## config.mk

```make
export PLATFORM = sky130hd
export DESIGN_NAME = byte_pattern_search
export DESIGN_NICKNAME = d
export VERILOG_FILES = /design/src/rtl/bps_pkg.sv /design/src/rtl/byte_pattern_search.sv /design/src/rtl/bps_cell.sv
export SDC_FILE = /design/constraint.sdc
export NUM_CORES = 2
export LEC_CHECK = 0
export ABC_CLOCK_PERIOD_IN_PS = 62200
export BUFFER_PORTS_ARGS = -buffer_cell sky130_fd_sc_hd__buf_2
export CAP_MARGIN = 20
export CORE_ASPECT_RATIO = 0.9
export CORE_MARGIN = 3
export CORE_UTILIZATION = 57
export DETAILED_ROUTE_END_ITERATION = 8
export PLACE_DENSITY = 0.73
export SYNTH_ARGS = -nofsm -noshare
export SYNTH_HDL_FRONTEND = slang
export SYNTH_SLANG_ARGS = --single-unit
```

## constraint.sdc

```tcl
create_clock -name clk -period 62.2 [get_ports clk]
set_clock_uncertainty 0.2 [all_clocks]
set_input_delay 6.22 -clock clk [delete_from_list [all_inputs] [get_ports clk]]
set_output_delay 6.22 -clock clk [all_outputs]
set_load 0.03 [all_outputs]
```

## src/rtl/bps_pkg.sv

```systemverilog
// Shared types and constants for the byte pattern search block.
`default_nettype none
package bps_pkg;

  localparam int unsigned BYTE_BITS   = 8;
  localparam int unsigned RESULT_BITS = 32;

  // Item kinds on the input channel.
  localparam logic KIND_PATTERN  = 1'b0;
  localparam logic KIND_HAYSTACK = 1'b1;

  typedef logic [BYTE_BITS-1:0] byte_t;

  // Broadcast control from the top level to every cell of the chain.
  typedef struct packed {
    logic load;     // shift a pattern byte into the chain
    logic restart;  // this pattern byte opens a new pattern
    logic search;   // advance the partial-match flags with a haystack byte
    logic clear;    // drop all partial matches
  } bps_ctrl_t;

endpackage
`default_nettype wire

```

## src/rtl/byte_pattern_search.sv

```systemverilog
// Top level of the byte pattern search: control, counters and the chain of cells.
`default_nettype none
// Streams a haystack past a loaded byte pattern and reports the first match.
// One item is taken per clock cycle, pattern bytes and haystack bytes alike;
// a result appears in the output register in the cycle after the haystack byte
// that completes the match (or ends the haystack without one). The pattern
// sits in a chain of MAX_PATTERN cells, newest byte in the first cell; each
// haystack byte is compared in every cell at once and the partial-match flags
// move one cell toward the first cell per byte, so the first cell sees a full
// match. Input is stalled only while a result waits and the output side is
// not taking it.
module byte_pattern_search #(
  parameter int unsigned MAX_PATTERN  = 256,
  parameter int unsigned OFFSET_WIDTH = 32
) (
  input  wire logic                           clk,
  input  wire logic                           rst,
  input  wire logic                           in_valid,
  output      logic                           in_ready,
  input  wire logic                           kind,
  input  wire logic [bps_pkg::BYTE_BITS-1:0]  data_byte,
  input  wire logic                           last_byte,
  output      logic                           out_valid,
  input  wire logic                           out_ready,
  output      logic                           found,
  output      logic [bps_pkg::RESULT_BITS-1:0] match_offset
);
  import bps_pkg::*;

  localparam int unsigned LEN_W = $clog2(MAX_PATTERN + 1);
  localparam int unsigned CMP_W = (OFFSET_WIDTH > LEN_W) ? OFFSET_WIDTH : LEN_W;
  localparam int unsigned SUB_W = (CMP_W > RESULT_BITS) ? CMP_W : RESULT_BITS;

  logic [LEN_W-1:0]        pat_len;
  logic [LEN_W-1:0]        pat_len_next;
  logic                    overflow;
  logic                    overflow_next;
  logic                    complete;
  logic                    complete_next;
  logic [OFFSET_WIDTH-1:0] count;
  logic [OFFSET_WIDTH-1:0] count_next;
  logic [OFFSET_WIDTH-1:0] count_inc;
  logic                    reported;
  logic                    reported_next;
  logic                    out_valid_next;
  logic                    found_next;
  logic [RESULT_BITS-1:0]  offset_next;
  logic [SUB_W-1:0]        offset_full;

  logic                    accept;
  logic                    match;
  bps_ctrl_t               ctrl;

  byte_t                   cell_pat   [MAX_PATTERN];
  logic [MAX_PATTERN-1:0]  cell_valid;
  logic [MAX_PATTERN-1:0]  cell_flag;
  logic [MAX_PATTERN-1:0]  cell_hit;

  assign in_ready = !out_valid || out_ready;
  assign accept   = in_valid && in_ready;

  always_comb begin
    count_inc = (count == {OFFSET_WIDTH{1'b1}}) ? count : count + 1'b1;
    match = (kind == KIND_HAYSTACK) && !reported && complete && !overflow &&
            cell_hit[0] &&
            (CMP_W'(count_inc) >= CMP_W'(pat_len));
    offset_full = SUB_W'(count_inc) - SUB_W'(pat_len);

    ctrl.load    = accept && (kind == KIND_PATTERN);
    ctrl.restart = complete;
    ctrl.search  = accept && (kind == KIND_HAYSTACK) && !reported;
    ctrl.clear   = accept && ((kind == KIND_PATTERN) || last_byte);

    pat_len_next   = pat_len;
    overflow_next  = overflow;
    complete_next  = complete;
    count_next     = count;
    reported_next  = reported;
    out_valid_next = out_valid && !out_ready;
    found_next     = found;
    offset_next    = match_offset;

    if (accept) begin
      if (kind == KIND_PATTERN) begin
        count_next    = '0;
        reported_next = 1'b0;
        complete_next = last_byte;
        if (complete) begin
          pat_len_next  = LEN_W'(1);
          overflow_next = 1'b0;
        end else if (pat_len < LEN_W'(MAX_PATTERN)) begin
          pat_len_next = pat_len + 1'b1;
        end else begin
          overflow_next = 1'b1;
        end
      end else if (reported) begin
        if (last_byte) begin
          count_next    = '0;
          reported_next = 1'b0;
        end
      end else begin
        count_next = count_inc;
        if (match) begin
          out_valid_next = 1'b1;
          found_next     = 1'b1;
          offset_next    = offset_full[RESULT_BITS-1:0];
          reported_next  = !last_byte;
        end else if (last_byte) begin
          out_valid_next = 1'b1;
          found_next     = 1'b0;
          offset_next    = '0;
        end
        if (last_byte) begin
          count_next = '0;
        end
      end
    end
  end

  always_ff @(posedge clk) begin
    if (rst) begin
      pat_len   <= '0;
      overflow  <= 1'b0;
      complete  <= 1'b1;
      count     <= '0;
      reported  <= 1'b0;
      out_valid <= 1'b0;
    end else begin
      pat_len   <= pat_len_next;
      overflow  <= overflow_next;
      complete  <= complete_next;
      count     <= count_next;
      reported  <= reported_next;
      out_valid <= out_valid_next;
    end
  end

  always_ff @(posedge clk) begin
    found        <= found_next;
    match_offset <= offset_next;
  end

  // Pattern bytes enter at cell 0 and move up; match flags move down to cell 0.
  for (genvar k = 0; k < MAX_PATTERN; k++) begin : g_cell
    byte_t prev_pat;
    logic  prev_valid;
    logic  next_valid;
    logic  next_flag;

    if (k == 0) begin : g_head
      assign prev_pat   = data_byte;
      assign prev_valid = 1'b1;
    end else begin : g_body
      assign prev_pat   = cell_pat[k-1];
      assign prev_valid = cell_valid[k-1];
    end

    if (k == MAX_PATTERN - 1) begin : g_tail
      assign next_valid = 1'b0;
      assign next_flag  = 1'b0;
    end else begin : g_inner
      assign next_valid = cell_valid[k+1];
      assign next_flag  = cell_flag[k+1];
    end

    bps_cell u_cell (
      .clk        (clk),
      .rst        (rst),
      .ctrl       (ctrl),
      .first      (k == 0),
      .data_byte  (data_byte),
      .prev_pat   (prev_pat),
      .prev_valid (prev_valid),
      .next_valid (next_valid),
      .next_flag  (next_flag),
      .pat        (cell_pat[k]),
      .valid      (cell_valid[k]),
      .flag       (cell_flag[k]),
      .hit        (cell_hit[k])
    );
  end

endmodule
`default_nettype wire

```

## src/rtl/bps_cell.sv

```systemverilog
// One cell of the search chain: a pattern byte, its valid bit and a partial-match flag.
`default_nettype none
module bps_cell (
  input  wire logic              clk,
  input  wire logic              rst,
  input  wire bps_pkg::bps_ctrl_t ctrl,
  input  wire logic              first,
  input  wire bps_pkg::byte_t    data_byte,
  input  wire bps_pkg::byte_t    prev_pat,
  input  wire logic              prev_valid,
  input  wire logic              next_valid,
  input  wire logic              next_flag,
  output      bps_pkg::byte_t    pat,
  output      logic              valid,
  output      logic              flag,
  output      logic              hit
);
  import bps_pkg::*;

  logic valid_next;
  logic flag_next;

  // The cell holding the oldest pattern byte starts a match; the others extend
  // the partial match handed down from the cell above.
  always_comb begin
    hit = valid && (data_byte == pat) && (!next_valid || next_flag);

    valid_next = valid;
    if (ctrl.load) begin
      valid_next = prev_valid && (first || !ctrl.restart);
    end

    flag_next = flag;
    if (ctrl.clear) begin
      flag_next = 1'b0;
    end else if (ctrl.search) begin
      flag_next = hit;
    end
  end

  always_ff @(posedge clk) begin
    if (rst) begin
      valid <= 1'b0;
      flag  <= 1'b0;
    end else begin
      valid <= valid_next;
      flag  <= flag_next;
    end
  end

  always_ff @(posedge clk) begin
    if (ctrl.load) begin
      pat <= prev_pat;
    end
  end

endmodule
`default_nettype wire

```

==> results.json <==
{
  "cts_buffers": 275,
  "syn_inst": 8120,
  "seqPwrFrac": 0.529,
  "worstSetupPathType": "in -> out",
  "row_count": 151,
  "yosysSeqAreaShare": 0.6790,
  "drtIter0Drc": 6241,
  "cp.arrival_ns": 6.67,
  "wl_met3_um": 12720,
  "antenna_found_initial": 1,
  "cts-root-buf": "clkbuf_16",
  "regToRegSetupSlack_ns": 55.39,
  "clockPowerShare": 0.414,
  "dpl.hpwl_um": 121300,
  "p_int_uw": 2951,
  "power_leakage_uw": 0.03555,
  "dr.max_layer_used": "met4",
  "place.gp.congestion": 0.8112,
  "ys.flop_type": "edfxtp_1",
  "overflow": 0,
  "vias": 61862,
  "ys_ff_latch": 2637,
  "cts.sinks": 2637,
  "crit_fanout": 3,
  "synth_top_area_share": 0.5763,
  "synthTopCellsByArea": "edfxtp_1 58%, xnor2_1 15%, dfxtp_1 10%",
  "routed_via_density": 5.718,
  "required_ns": 55.78,
  "fin_nets": 8120,
  "vdd_drop_max_mv": 0.03108,
  "regToRegStartpoint": "count[0]",
  "hp-class": "reg -> reg",
  "drt-pass1-iter-count": 6,
  "synth_area_leader_cell": "edfxtp_1",
  "drc_errors": 0,
  "grt_pass1_wl_um": 349400,
  "syn_area_per_cell_um2": 13.35,
  "htreeDepth": 5,
  "first_global_vias": 61962,
  "min_path_cells": 0,
  "syn_area_um2": 108400,
  "netSwitchingFraction": 0.2195,
  "wl_met1_um": 100700,
  "outcome": "completed",
  "clock.fmax_ghz": 0.07641,
  "power_frac_comb": 0.056,
  "die_h_um": 419.8,
  "die_width_um": 465.7,
  "wl_per_cell_um": 20.29,
  "syn-num-nets": 8146,
  "final_core_util": 0.6338,
  "grt_setup_unrepaired": "no",
  "grt_max_degree": 188,
  "diodes": 0,
  "ctsResizeCount": 0,
  "hold_viol": 0,
  "cts_tree": "yes",
  "cts.hold.buffers_added": 0,
  "critPathLaunchType": "primary input",
  "fill_cells": 13770,
  "power_density_nw_per_um2": 31.64,
  "async_flop_share": 0,
  "grt_use_total": 0.2231,
  "yosys_warnings": 0,
  "slew_violations": 0,
  "ys_types": 64,
  "hp-start": "g_cell[216].u_cell.pat[0]",
  "max-slew-margin-rel": 0.2492,
  "io_pins": 49,
  "io_buffers": 48,
  "period_minus_slack_ns": 13.09,
  "drv_cap": 0,
  "clk_latency_ns": 0.89,
  "ant_nets": 0,
  "core_um2": 188600,
  "die-area_um2": 195500,
  "area_delta_synth_final_pct": 10.22,
  "synth_edf_count": 2081,
  "rr_worst_depth": 18,
  "routed_wl_um": 219500,
  "dr_wl_met2_um": 101300,
  "regArea_um2": 73620,
  "worst_slew_pin_slew_ns": 1.126,
  "p_sw_uw": 830.2,
  "period_share": 0.2104,
  "post-cts-setup-buffer-count": 0,
  "drive_gt1_frac": 0.06197,
  "cp-end-kind": "output pin",
  "setup_tns_ns": 0,
  "hold_path_end": "g_cell[217].u_cell.pat[0]",
  "multi_input_area_um2": 32120,
  "cts_buffer_depth": 4,
  "regToRegEndpoint": "match_offset[23]",
  "start_util": 0.5751,
  "setup_viol": 0,
  "path_clk_slew_ns": 0.06
}
[worst max-delay path: stages]
cell and delay [ns]:
buf_2 0.09, nand2b_1 0.16, buf_2 0.19
[cell type report]
type,instances,area share
flip-flops and latches,2637,0.6160
repair buffers,133,0.009464
inverters,273,0.008637
multi-input cells,4774,0.2688
clock buffers,398,0.06521
clock inverters,80,0.005444
well taps,2524,0.02642
[cell usage in the layout, fill, tap and decap left out, types with 11 or more instances in the layout]
master and count:
edfxtp_1 2081, xnor2_1 1822, nand2_1 799, dfxtp_1 556, a21oi_1 535, nand4_1 521, clkbuf_16 283, xor2_1 280
inv_1 271, o21ai_0 270, nor4_1 263, nor2_1 106, clkbuf_1 87, buf_4 73, buf_2 40, clkinv_1 32
clkinv_2 30, clkbuf_8 28, nor3_1 21, nand3_1 21, a22oi_1 20, ha_1 11
[flip-flops by register name, indices dropped and copies added (netlist names)]
signal	cells
g_cell.u_cell.flag	255
overflow	1
pat_len	9
g_cell.u_cell.valid	256
complete	1
count	32
match_offset	32
found	1
reported	1
g_cell.u_cell.pat	2048
out_valid	1
[layer usage]
layer | vias to the layer above | track usage
li1 | 28716 | -
met1 | 30862 | 0.3311
met2 | 1890 | 0.3485
met3 | 394 | 0.03147
met4 | 0 | 0.05815
met5 | - | 0
[worst max path at each step]
stage	from	slack, ns	to	cells past startpoint
final	out_ready	49.11	in_ready	3
after CTS	out_ready	49.11	in_ready	3
after detailed placement	out_ready	49.11	in_ready	3
after floorplan	out_ready	27.60	g_cell[0].u_cell.pat[0]	7
after global placement	out_ready	49.10	in_ready	3
after global routing	out_ready	49.09	in_ready	3
[power groups by stage]
stage          sequential (uW)  clock [uW]  combinational, uW
2_1_floorplan             2110           0                161
3_3_place_gp              2040           0                208
3_5_place_dp              2040           0                212
4_1_cts                   2000        1590                214
5_1_grt                   2010        1660                231
6_report                  2000        1570                213
[cell families (layout without fill, tap and decap cells)]
group | Yosys count | after routing | synth area share
muxes | 2 | 2 | 0.0001962
and+or+nand+nor | 1786 | 1786 | 0.08251
adders and majority gates | 12 | 12 | 0.001454
DFF | 2637 | 2637 | 0.6790
xor gates and xnor gates | 2102 | 2102 | 0.1698
AOI/OAI and AO/OA | 872 | 872 | 0.04211
buffers and inverters | 709 | 884 | 0.02497
[synth_stat cells, types with 3 or more instances]
cell and number:
nand2b_1 3, and4_1 3, xnor2_1 1822, ha_1 11
o21a_1 4, a21o_1 4, buf_1 129, a31oi_1 5
inv_1 272, and2_1 4, a22oi_1 20, dfxtp_1 556
o21ai_0 270, or3_1 6, or4_1 5, a311oi_1 4
nor4_1 263, buf_6 4, clkbuf_1 294, edfxtp_1 2081
nor2_1 106, nand2_1 799, nand4_1 521, a21oi_1 535
a211oi_1 7, buf_2 5, nand4_2 3, and3_1 9
xor2_1 280, nor3_1 21, or2_2 8, nand3_1 21
[per-stage QoR]
step | instances | hold WS [ns] | power (uW) | cell area, um^2 | worst slack (ns)
finish | 10819 | 0.2366 | 3781 | 119500 | 49.11
global route | 10819 | 0.2541 | 3898 | 119500 | 49.09
floorplan | 8120 | 0.2283 | 2274 | 108400 | 27.60
detailed placement | 10338 | 0.2396 | 2251 | 111000 | 49.11
CTS | 10816 | 0.2377 | 3808 | 119400 | 49.11
global placement | 10338 | 0.2350 | 2246 | 111000 | 49.10
Power figures use the tool's default switching activity.
